**src/rtl/udiv_pkg.sv**
```systemverilog
// Shared types and constants for the 256-bit unsigned divider.
// Used by the channel interfaces, udiv_core and unsigned_divide_256_unit.
package udiv_pkg;

    localparam int WORD_BITS = 64;
    localparam int WIDE_BITS = 256;
    localparam int CNT_BITS  = 8;

    typedef logic [WORD_BITS-1:0] word_t;
    typedef logic [WIDE_BITS-1:0] wide_t;

    typedef struct packed {
        logic start;
    } core_ctrl_t;

    typedef struct packed {
        logic busy;
        logic done;
    } core_stat_t;

endpackage

```
**src/rtl/udiv_req_if.sv**
```systemverilog
// Request channel of the divider: dividend and divisor as four words each.
// Depends on udiv_pkg for the word type.
interface udiv_req_if;

    logic           valid;
    logic           ready;
    udiv_pkg::word_t dividend_w0;
    udiv_pkg::word_t dividend_w1;
    udiv_pkg::word_t dividend_w2;
    udiv_pkg::word_t dividend_w3;
    udiv_pkg::word_t divisor_w0;
    udiv_pkg::word_t divisor_w1;
    udiv_pkg::word_t divisor_w2;
    udiv_pkg::word_t divisor_w3;

    modport source (
        output valid, dividend_w0, dividend_w1, dividend_w2, dividend_w3,
        output divisor_w0, divisor_w1, divisor_w2, divisor_w3,
        input  ready
    );

    modport sink (
        input  valid, dividend_w0, dividend_w1, dividend_w2, dividend_w3,
        input  divisor_w0, divisor_w1, divisor_w2, divisor_w3,
        output ready
    );

endinterface

```
**src/rtl/udiv_rsp_if.sv**
```systemverilog
// Response channel of the divider: quotient, remainder and the zero-divisor flag.
// Depends on udiv_pkg for the word type.
interface udiv_rsp_if;

    logic           valid;
    logic           ready;
    udiv_pkg::word_t quotient_w0;
    udiv_pkg::word_t quotient_w1;
    udiv_pkg::word_t quotient_w2;
    udiv_pkg::word_t quotient_w3;
    udiv_pkg::word_t remainder_w0;
    udiv_pkg::word_t remainder_w1;
    udiv_pkg::word_t remainder_w2;
    udiv_pkg::word_t remainder_w3;
    logic           divide_by_zero;

    modport source (
        output valid, quotient_w0, quotient_w1, quotient_w2, quotient_w3,
        output remainder_w0, remainder_w1, remainder_w2, remainder_w3,
        output divide_by_zero,
        input  ready
    );

    modport sink (
        input  valid, quotient_w0, quotient_w1, quotient_w2, quotient_w3,
        input  remainder_w0, remainder_w1, remainder_w2, remainder_w3,
        input  divide_by_zero,
        output ready
    );

endinterface

```
**src/rtl/udiv_core.sv**
```systemverilog
// Restoring radix-2 divide engine: one shared 257-bit subtract per cycle.
// Depends on udiv_pkg; instantiated by unsigned_divide_256_unit.
module udiv_core (
    input  logic                 clk,
    input  logic                 rst_n,
    input  udiv_pkg::core_ctrl_t ctrl,
    input  udiv_pkg::wide_t      num,
    input  udiv_pkg::wide_t      den,
    output udiv_pkg::core_stat_t stat,
    output udiv_pkg::wide_t      quo,
    output udiv_pkg::wide_t      rem
);
    import udiv_pkg::*;

    wide_t               qn_reg;
    wide_t               rem_reg;
    wide_t               den_reg;
    logic [CNT_BITS-1:0] cnt_reg;
    logic [CNT_BITS-1:0] cnt_next;
    logic                busy_reg;
    logic                busy_next;
    logic                done_reg;
    logic                done_next;

    logic [WIDE_BITS:0]   shifted;
    logic [WIDE_BITS+1:0] trial;
    logic                 take;
    logic                 last;

    assign shifted = {rem_reg, qn_reg[WIDE_BITS-1]};
    assign trial   = {1'b0, shifted} - {2'b00, den_reg};
    assign take    = !trial[WIDE_BITS+1];
    assign last    = (cnt_reg == CNT_BITS'(WIDE_BITS - 1));

    always_comb
    begin
        cnt_next  = cnt_reg;
        busy_next = busy_reg;
        done_next = 1'b0;
        if (ctrl.start)
        begin
            cnt_next  = '0;
            busy_next = 1'b1;
        end
        else if (busy_reg)
        begin
            cnt_next = cnt_reg + 1'b1;
            if (last)
            begin
                busy_next = 1'b0;
                done_next = 1'b1;
            end
        end
    end

    always_ff @(posedge clk or negedge rst_n)
    begin
        if (!rst_n)
        begin
            cnt_reg  <= '0;
            busy_reg <= 1'b0;
            done_reg <= 1'b0;
        end
        else
        begin
            cnt_reg  <= cnt_next;
            busy_reg <= busy_next;
            done_reg <= done_next;
        end
    end

    always_ff @(posedge clk)
    begin
        if (ctrl.start)
        begin
            qn_reg  <= num;
            rem_reg <= '0;
            den_reg <= den;
        end
        else if (busy_reg)
        begin
            qn_reg  <= {qn_reg[WIDE_BITS-2:0], take};
            rem_reg <= take ? trial[WIDE_BITS-1:0] : shifted[WIDE_BITS-1:0];
        end
    end

    assign stat.busy = busy_reg;
    assign stat.done = done_reg;
    assign quo       = qn_reg;
    assign rem       = rem_reg;

    a_start_busy: assert property (@(posedge clk) disable iff (!rst_n)
        ctrl.start |=> busy_reg)
        else $error("Engine did not go busy after start.");

    a_done_after_last: assert property (@(posedge clk) disable iff (!rst_n)
        done_reg |-> $past(busy_reg) && $past(last) && !busy_reg)
        else $error("Done raised without a final step.");

    a_rem_below_den: assert property (@(posedge clk) disable iff (!rst_n)
        done_reg |-> (rem_reg < den_reg))
        else $error("Final remainder is not below the divisor.");

endmodule

```
**src/rtl/unsigned_divide_256_unit.sv**
```systemverilog
// Top level of the 256-bit unsigned divider with request and response channels.
// Depends on udiv_pkg, udiv_req_if, udiv_rsp_if and udiv_core.
//
// The unit divides a 256-bit unsigned dividend by a 256-bit unsigned divisor and
// returns the exact quotient and remainder. It takes one request at a time: ready is
// high only while the unit is idle. A normal division runs in the engine, one quotient
// bit per cycle through a single 257-bit subtract; the result is registered and held
// on the response channel until it is taken, and the unit is ready again in the cycle
// after the response is taken. A zero dividend returns zeros, and a zero divisor
// with a nonzero dividend returns zeros with divide_by_zero set; both skip the engine
// and respond on the next cycle.
module unsigned_divide_256_unit (
    input  logic         clk,
    input  logic         rst_n,
    udiv_req_if.sink     req,
    udiv_rsp_if.source   rsp
);
    import udiv_pkg::*;

    localparam logic [1:0] ST_IDLE = 2'd0;
    localparam logic [1:0] ST_RUN  = 2'd1;
    localparam logic [1:0] ST_OUT  = 2'd2;

    logic [1:0] state_reg;
    logic [1:0] state_next;

    wide_t      num_in;
    wide_t      den_in;
    logic       accept;
    logic       num_zero;
    logic       den_zero;

    core_ctrl_t core_ctrl;
    core_stat_t core_stat;
    wide_t      core_quo;
    wide_t      core_rem;

    wide_t      quo_reg;
    wide_t      rem_reg;
    logic       dz_reg;

    assign num_in   = {req.dividend_w3, req.dividend_w2, req.dividend_w1, req.dividend_w0};
    assign den_in   = {req.divisor_w3, req.divisor_w2, req.divisor_w1, req.divisor_w0};
    assign num_zero = (num_in == '0);
    assign den_zero = (den_in == '0);
    assign req.ready = (state_reg == ST_IDLE);
    assign accept   = req.valid && req.ready;

    assign core_ctrl.start = accept && !num_zero && !den_zero;

    udiv_core u_core (
        .clk  (clk),
        .rst_n(rst_n),
        .ctrl (core_ctrl),
        .num  (num_in),
        .den  (den_in),
        .stat (core_stat),
        .quo  (core_quo),
        .rem  (core_rem)
    );

    always_comb
    begin
        state_next = state_reg;
        case (state_reg)
            ST_IDLE:
            begin
                if (accept)
                begin
                    state_next = core_ctrl.start ? ST_RUN : ST_OUT;
                end
            end
            ST_RUN:
            begin
                if (core_stat.done)
                begin
                    state_next = ST_OUT;
                end
            end
            ST_OUT:
            begin
                if (rsp.ready)
                begin
                    state_next = ST_IDLE;
                end
            end
            default:
            begin
                state_next = ST_IDLE;
            end
        endcase
    end

    always_ff @(posedge clk or negedge rst_n)
    begin
        if (!rst_n)
        begin
            state_reg <= ST_IDLE;
        end
        else
        begin
            state_reg <= state_next;
        end
    end

    always_ff @(posedge clk)
    begin
        if (accept && !core_ctrl.start)
        begin
            quo_reg <= '0;
            rem_reg <= '0;
            dz_reg  <= !num_zero;
        end
        else if (state_reg == ST_RUN && core_stat.done)
        begin
            quo_reg <= core_quo;
            rem_reg <= core_rem;
            dz_reg  <= 1'b0;
        end
    end

    assign rsp.valid          = (state_reg == ST_OUT);
    assign rsp.quotient_w0    = quo_reg[WORD_BITS-1:0];
    assign rsp.quotient_w1    = quo_reg[2*WORD_BITS-1:WORD_BITS];
    assign rsp.quotient_w2    = quo_reg[3*WORD_BITS-1:2*WORD_BITS];
    assign rsp.quotient_w3    = quo_reg[4*WORD_BITS-1:3*WORD_BITS];
    assign rsp.remainder_w0   = rem_reg[WORD_BITS-1:0];
    assign rsp.remainder_w1   = rem_reg[2*WORD_BITS-1:WORD_BITS];
    assign rsp.remainder_w2   = rem_reg[3*WORD_BITS-1:2*WORD_BITS];
    assign rsp.remainder_w3   = rem_reg[4*WORD_BITS-1:3*WORD_BITS];
    assign rsp.divide_by_zero = dz_reg;

    a_idle_not_busy: assert property (@(posedge clk) disable iff (!rst_n)
        !(req.ready && core_stat.busy))
        else $error("Request port is ready while the engine is busy.");

    a_done_in_run: assert property (@(posedge clk) disable iff (!rst_n)
        core_stat.done |-> (state_reg == ST_RUN))
        else $error("Engine finished outside the run state.");

    a_dz_zero_result: assert property (@(posedge clk) disable iff (!rst_n)
        (rsp.valid && rsp.divide_by_zero) |-> (quo_reg == '0 && rem_reg == '0))
        else $error("Divide-by-zero response carries a nonzero result.");

    a_one_request: assert property (@(posedge clk) disable iff (!rst_n)
        accept |=> !req.ready)
        else $error("Unit took a second request before responding.");

endmodule

```
**src/flat_wrapper.sv**
```systemverilog
// flat-port wrapper written by rule: the top's interface ports become plain ports
module unsigned_divide_256_unit_flat import udiv_pkg::*;
  (clk, rst_n, req_valid, req_dividend_w0, req_dividend_w1, req_dividend_w2, req_dividend_w3, req_divisor_w0, req_divisor_w1, req_divisor_w2, req_divisor_w3, req_ready, rsp_valid, rsp_quotient_w0, rsp_quotient_w1, rsp_quotient_w2, rsp_quotient_w3, rsp_remainder_w0, rsp_remainder_w1, rsp_remainder_w2, rsp_remainder_w3, rsp_divide_by_zero, rsp_ready);
  udiv_req_if req_i ();
  udiv_rsp_if rsp_i ();
  input  logic clk;
  input  logic rst_n;
  input wire logic [$bits(req_i.valid)-1:0] req_valid;
  input wire logic [$bits(req_i.dividend_w0)-1:0] req_dividend_w0;
  input wire logic [$bits(req_i.dividend_w1)-1:0] req_dividend_w1;
  input wire logic [$bits(req_i.dividend_w2)-1:0] req_dividend_w2;
  input wire logic [$bits(req_i.dividend_w3)-1:0] req_dividend_w3;
  input wire logic [$bits(req_i.divisor_w0)-1:0] req_divisor_w0;
  input wire logic [$bits(req_i.divisor_w1)-1:0] req_divisor_w1;
  input wire logic [$bits(req_i.divisor_w2)-1:0] req_divisor_w2;
  input wire logic [$bits(req_i.divisor_w3)-1:0] req_divisor_w3;
  output wire logic [$bits(req_i.ready)-1:0] req_ready;
  output wire logic [$bits(rsp_i.valid)-1:0] rsp_valid;
  output wire logic [$bits(rsp_i.quotient_w0)-1:0] rsp_quotient_w0;
  output wire logic [$bits(rsp_i.quotient_w1)-1:0] rsp_quotient_w1;
  output wire logic [$bits(rsp_i.quotient_w2)-1:0] rsp_quotient_w2;
  output wire logic [$bits(rsp_i.quotient_w3)-1:0] rsp_quotient_w3;
  output wire logic [$bits(rsp_i.remainder_w0)-1:0] rsp_remainder_w0;
  output wire logic [$bits(rsp_i.remainder_w1)-1:0] rsp_remainder_w1;
  output wire logic [$bits(rsp_i.remainder_w2)-1:0] rsp_remainder_w2;
  output wire logic [$bits(rsp_i.remainder_w3)-1:0] rsp_remainder_w3;
  output wire logic [$bits(rsp_i.divide_by_zero)-1:0] rsp_divide_by_zero;
  input wire logic [$bits(rsp_i.ready)-1:0] rsp_ready;
  assign req_i.valid = req_valid;
  assign req_i.dividend_w0 = req_dividend_w0;
  assign req_i.dividend_w1 = req_dividend_w1;
  assign req_i.dividend_w2 = req_dividend_w2;
  assign req_i.dividend_w3 = req_dividend_w3;
  assign req_i.divisor_w0 = req_divisor_w0;
  assign req_i.divisor_w1 = req_divisor_w1;
  assign req_i.divisor_w2 = req_divisor_w2;
  assign req_i.divisor_w3 = req_divisor_w3;
  assign req_ready = req_i.ready;
  assign rsp_valid = rsp_i.valid;
  assign rsp_quotient_w0 = rsp_i.quotient_w0;
  assign rsp_quotient_w1 = rsp_i.quotient_w1;
  assign rsp_quotient_w2 = rsp_i.quotient_w2;
  assign rsp_quotient_w3 = rsp_i.quotient_w3;
  assign rsp_remainder_w0 = rsp_i.remainder_w0;
  assign rsp_remainder_w1 = rsp_i.remainder_w1;
  assign rsp_remainder_w2 = rsp_i.remainder_w2;
  assign rsp_remainder_w3 = rsp_i.remainder_w3;
  assign rsp_divide_by_zero = rsp_i.divide_by_zero;
  assign rsp_i.ready = rsp_ready;
  unsigned_divide_256_unit u_core (.clk(clk), .rst_n(rst_n), .req(req_i), .rsp(rsp_i));
endmodule
```
**config.mk**
```make
export PLATFORM = sky130hd
export DESIGN_NAME = unsigned_divide_256_unit_flat
export DESIGN_NICKNAME = d
export VERILOG_FILES = /design/src/rtl/udiv_pkg.sv /design/src/rtl/udiv_req_if.sv /design/src/rtl/udiv_rsp_if.sv /design/src/rtl/udiv_core.sv /design/src/rtl/unsigned_divide_256_unit.sv /design/src/flat_wrapper.sv
export SDC_FILE = /design/constraint.sdc
export NUM_CORES = 2
export LEC_CHECK = 0
export ABC_CLOCK_PERIOD_IN_PS = 20500
export BUFFER_PORTS_ARGS = -buffer_cell sky130_fd_sc_hd__buf_2
export CAP_MARGIN = 20
export CORE_UTILIZATION = 40
export DETAILED_ROUTE_END_ITERATION = 8
export PLACE_DENSITY = 0.57
export SETUP_SLACK_MARGIN = 0.02
export SYNTH_ARGS = -nofsm -noshare
export SYNTH_HDL_FRONTEND = slang
export SYNTH_SLANG_ARGS = --single-unit
```
**constraint.sdc**
```tcl
create_clock -name clk -period 20.5 [get_ports clk]
set_input_delay 3.075 -clock clk [delete_from_list [all_inputs] [get_ports clk]]
set_output_delay 3.075 -clock clk [all_outputs]
set_load 0.01 [all_outputs]
```
After elaboration in Yosys (flattened, before gate mapping)
Index checks and enable logic that the tools add are counted.

cells by class
  muxes and demuxes = 18
  add/subtract/negate cells = 2
  equal/unequal tests = 6
  reduce and logical (&&, ||, !) cells = 15

operators by type and width
  kind                                                 number
  two-way mux 256 bit                                  3
  zero test 256 bit                                    2
  subtractor 257 x 256 -> 258 bit                      1
  two-way mux 8 bit                                    2
  adder 8 x 1 -> 8 bit, second input constant          1
  equality test 8 bit, second input constant           1
  two-way mux 1 bit                                    8
  two-way mux 2 bit                                    4
  case mux 2 bit (3 select lines)                      1
  logical AND 1 bit                                    5
  zero test 1 bit                                      4
  != test 2 bit, second input constant                 2
  nonzero test 2 bit                                   2
  AND reduction 3 bit                                  1
  equality test 2 x 1 -> 1 bit, second input constant  1
  equality test 2 bit, second input constant           1
  zero test 2 bit                                      1
  != test 2 x 1 -> 1 bit, second input constant        1

storage, ports and cells
  output and inout port bits = 515
  word-level logic and storage cells = 51
  register bits = 1,293
  input port bits = 516

Depth between registers and ports, before layout
  word-level depth = 7
  gate-level depth with buffers = 19
  gate-level depth less buffers = 17

By module
Synthesis repeated with hierarchy kept, for this count alone.

unflattened totals
  cells, all modules = 7,958
  area total of the unflattened synthesis = 68,107.8 um2

by module, submodules not included
  module                    area each (um2)  instances  cells an instance
  udiv_core                 49,518.7         1          5,552
  unsigned_divide_256_unit  18,589.1         1          2,406

Least setup slack after synthesis
OpenSTA, ideal clock, no wires.

  kind = input-to-reg
  from = in req_dividend_w0[37]
  to = reg u_core.u_core.den_reg[0], enable pin
  path slack = 8.142 ns
  stages = 10
  library setup time = 0.720 ns
  arrival time = 11.638 ns
  cell sequence = nor4_1 -> nand4_1 -> nor4_1 -> nand4_1 -> nand2_1 -> nor2_1 -> clkbuf_1 -> clkbuf_1 -> clkbuf_1 -> buf_1

between the ends
  cells in the longest elaborated chain, start to end = 4

RTL lines
  item                             RTL line                        RTL
  start, declared                  flat_wrapper.sv:9               input wire logic [$bits(req_i.dividend_w0)-1:0] req_dividend_w0;
  zero test 256 bit                unsigned_divide_256_unit.sv:44  assign num_zero = (num_in == '0);
  zero test 1 bit                  unsigned_divide_256_unit.sv:49  assign core_ctrl.start = accept && !num_zero && !den_zero;
  logical AND 1 bit (2 in series)  unsigned_divide_256_unit.sv:49
  named net u_core.core_ctrl       unsigned_divide_256_unit.sv:33  core_ctrl_t core_ctrl;
  end signal, assigned             udiv_core.sv:78                 den_reg <= den;
  end, declared                    udiv_core.sv:17                 wide_t den_reg;

The timed path passes the listed nets, and every way through them passes these cells.
A chain may end at the register's enable or synchronous reset.

Worst setup path after layout
  from = in req_dividend_w3[33]
  to = reg u_core.quo_reg[45]

between the ends
  cells in the longest elaborated chain, start to end = 6

RTL lines
  item                             RTL line                         RTL
  start, declared                  flat_wrapper.sv:12               input wire logic [$bits(req_i.dividend_w3)-1:0] req_dividend_w3;
  zero test 256 bit                unsigned_divide_256_unit.sv:44
  zero test 1 bit                  unsigned_divide_256_unit.sv:49
  logical AND 1 bit (2 in series)  unsigned_divide_256_unit.sv:49
  zero test 1 bit                  unsigned_divide_256_unit.sv:108  if (accept && !core_ctrl.start)
  logical AND 1 bit                unsigned_divide_256_unit.sv:108
  end signal, assigned             unsigned_divide_256_unit.sv:116  quo_reg <= core_quo;
  end, declared                    unsigned_divide_256_unit.sv:38   wide_t quo_reg;

Every way passes these cells.

==> summary.txt <==
Synth
  • Post-synth top flop: dfxtp_1
  • Warnings from Yosys: 0
  • Mapped Cells: 8,202
  • Sequential share of the synthesized area: 0.449
  • Post-synthesis cell type count: 88
  • Cell area after synthesis: 0.0692 sq mm
  • Share of synthesized registers carrying an async set or reset: 0.00928
  • Seq cells post-synth: 1,293
  • Syn_nets: about 9,000
  • Post-synth EDFFs: 513
  • Mean area per synthesized cell: 8.44 sq um

Hold path
  • HP Class: reg2reg

Placed design
  • Port buffer count: 1,030
  • Final HPWL DP: 236,000 um
  • Routability cong.: 1.03
  • Post-place setup slack: 10,880 ps
  • Placed Cells incl. Taps: between 10,000 and 15,000

Die
  • Initial Util: 0.403
  • Die area: around 0.17 sq mm
  • # rows: between 150 and 200
  • Die Y: between 400 and 500 um
  • Boundary Pins: 1,031
  • Core ar.: 0.172 sq mm
  • Die width: 418 um

CTS
  • Worst-Skew Late Latency: between 800 and 900 ps
  • Number of buffers created by CTS: 147
  • CTS Hold Buffers Added: 0
  • Clock Tree Buf Depth: 3
  • Cts repair resizes: 0
  • Clock-pin transition on the worst setup and hold timing paths: roughly 50 ps
  • Setup bufs post-CTS: 0
  • Total clock sinks: 1,293
  • Root buf cell: clkbuf_16
  • CTS tree: built
  • H-tree level count: 4

Cells and area
  • Share of layout cells above drive strength 1: 0.182
  • Non-filler cells, final: 11,400
  • Commonest cells after routing, fill and taps aside: nand2_1 (1,804), a21oi_1 (1,121), buf_2 (1,034)
  • Layout area overhead: 17.0%
  • Commonest non-fill, non-tap cell in the layout: nand2_1
  • Final nets: 9,726
  • Fillers: 17,200

STA
  • Least-Margin Pin Slew: 1810 ps
  • Final TNS setup: 0 ps
  • Slew margin rel.: -0.208
  • Fin crit period: 9010 ps
  • Slew Limit Fails: roughly 140
  • Final worst-path setup slack: ~11,000 ps
  • Fin Clk Skew: roughly 31 ps
  • Hold Vio Cnt, Final: 0
  • RSZ-0062 raised after global routing: false
  • Max Clk Rate: around 110 MHz
  • Final setup fails: 0
  • Period utilization: 0.440

Critical path
  • Worst setup EP type: register
  • Required time of the critical path: 21,130 ps
  • Setup CP Type: in2reg
  • Setup crit start kind: primary input
  • Arr. time, crit path: 9640 ps
  • CP Max Fanout: 87

GRT
  • GR Layer Usage met1: 0.431
  • GR peak layer: met2
  • Routing usage on met3: 0.0635
  • Global-route wire length before repair: 427,000 um
  • Grt total ovfl: 0
  • Overall Global Routing Usage: 0.329
  • Largest net degree at the start of global routing: 259
  • Initial antenna violation count: 68
  • Number of global-route vias before repair: about 63,000
  • GR Util met2: 0.531

Detailed routing
  • Residual DRC: 0
  • Final ANT Viol Nets: 0
  • DR pass1 iterations: 6
  • WL per Instance: between 20 and 30 um
  • Detailed Route WL: 300,000 um
  • Vias: 66,300
  • Routed vias/inst: 5.80
  • DR iter-0 viols: 5,808

Flow run
  • Max-cap viol count: 0

Run status
  • Run status: finished, violations left
  • Failing checks: max-slew violations

Power and ir drop
  • P_leak: ~34 nW
  • P per Cell Area: between 100 and 150 mW/mm^2
  • Peak VDD IR: 0.206 mV
power by group:
group	switching (W)	total, W	leakage, nW	internal [W]
logic	0.00336	0.00528	19.9	0.00192
clock network	0.00113	0.00267	2.39	0.00154
registers	0.000538	0.00380	11.4	0.00326
layout make-up:
class	count	area, sq um	share of cell area
Clock buffer	208	4210	0.0520
Sequential cell	1293	31100	0.384
Antenna cell	31	77.6	0.000958
Clock inverter	64	679	0.00839
Tap cell	2310	2890	0.0357
Inverter	355	1340	0.0165
Multi-Input combinational cell	6053	34900	0.431
Timing Repair Buffer	1102	5790	0.0714
cell families after synthesis:
logic type / synth area share
xor gates and xnor gates: 0.0292
DFF: 0.449
muxes: 0.0436
buffers and inverters: 0.0475
and+or+nand+nor: 0.193
adders and majority gates: 0.0468
AOI/OAI and AO/OA: 0.190
routing by layer:
layer	up-vias	part of all wire
met3	517	0.070
met5	-	0.00021
met4	12	0.044
li1	30700	-
met1	32500	0.42
met2	2476	0.46
path summary, 6_finish.rpt:
kind,startpoint,depth (start not counted),endpoint,slack (ps)
hold / removal,u_core.quo_reg[157]$_SDFFE_PP0P_,2,u_core.quo_reg[157]$_SDFFE_PP0P_,450
min in group asynchronous,rst_n,1,u_core.u_core.cnt_reg[2]$_DFFE_PN0P_,2160
setup / recovery,req_dividend_w3[33],11,u_core.quo_reg[45]$_SDFFE_PP0P_,11490
max in group asynchronous,rst_n,1,u_core.u_core.busy_reg$_DFF_PN0_,18090
hold reg to reg,u_core.quo_reg[157]$_SDFFE_PP0P_,2,u_core.quo_reg[157]$_SDFFE_PP0P_,450
setup reg to reg,u_core.u_core.den_reg[126]$_DFFE_PP_,13,u_core.u_core.rem[42]$_SDFFE_PP0P_,14250
synth_stat cells, drive strengths merged (26+ instances only):
master / instances / area share
mux2: 260 / 0.042
xor2: 91 / 0.012
a21oi: 1122 / 0.081
a21o: 91 / 0.0099
a211oi: 83 / 0.0090
o211ai: 31 / 0.0034
clkbuf: 425 / 0.023
ha: 257 / 0.046
a311oi: 148 / 0.019
a31oi: 26 / 0.0024
nand3: 61 / 0.0044
or2: 30 / 0.0027
o21bai: 98 / 0.011
xnor2: 140 / 0.018
o21ai: 341 / 0.025
o31ai: 36 / 0.0039
buf: 76 / 0.0052
inv: 354 / 0.019
nor2: 584 / 0.032
and3: 26 / 0.0024
or3: 40 / 0.0036
nand4: 211 / 0.019
o21a: 47 / 0.0051
nor3: 97 / 0.0070
nand2: 1806 / 0.098
edfxtp: 513 / 0.22
dfxtp: 768 / 0.22
nor4: 167 / 0.015
worst max-delay path: stages:
cell	delay, ps
buf_2	120
nor4_1	760
nand4_1	170
nor4_1	970
nand4_1	840
a21oi_4	330
buf_4	550
buf_4	850
buf_4	780
buf_4	850
a21oi_1	120
through the flow:
step                      cell area, sq um  hold slack [ps]  total power (W)   util
after floorplan                      69200              446          0.00728      -
after global placement               75900              440          0.00895  0.442
after detailed placement             76000              443          0.00898  0.442
after CTS                            80900              451           0.0117  0.471
after global routing                 81000              465           0.0124  0.471
final                                81000              450           0.0118  0.472
Note: power is estimated with default switching activity, not from simulation.
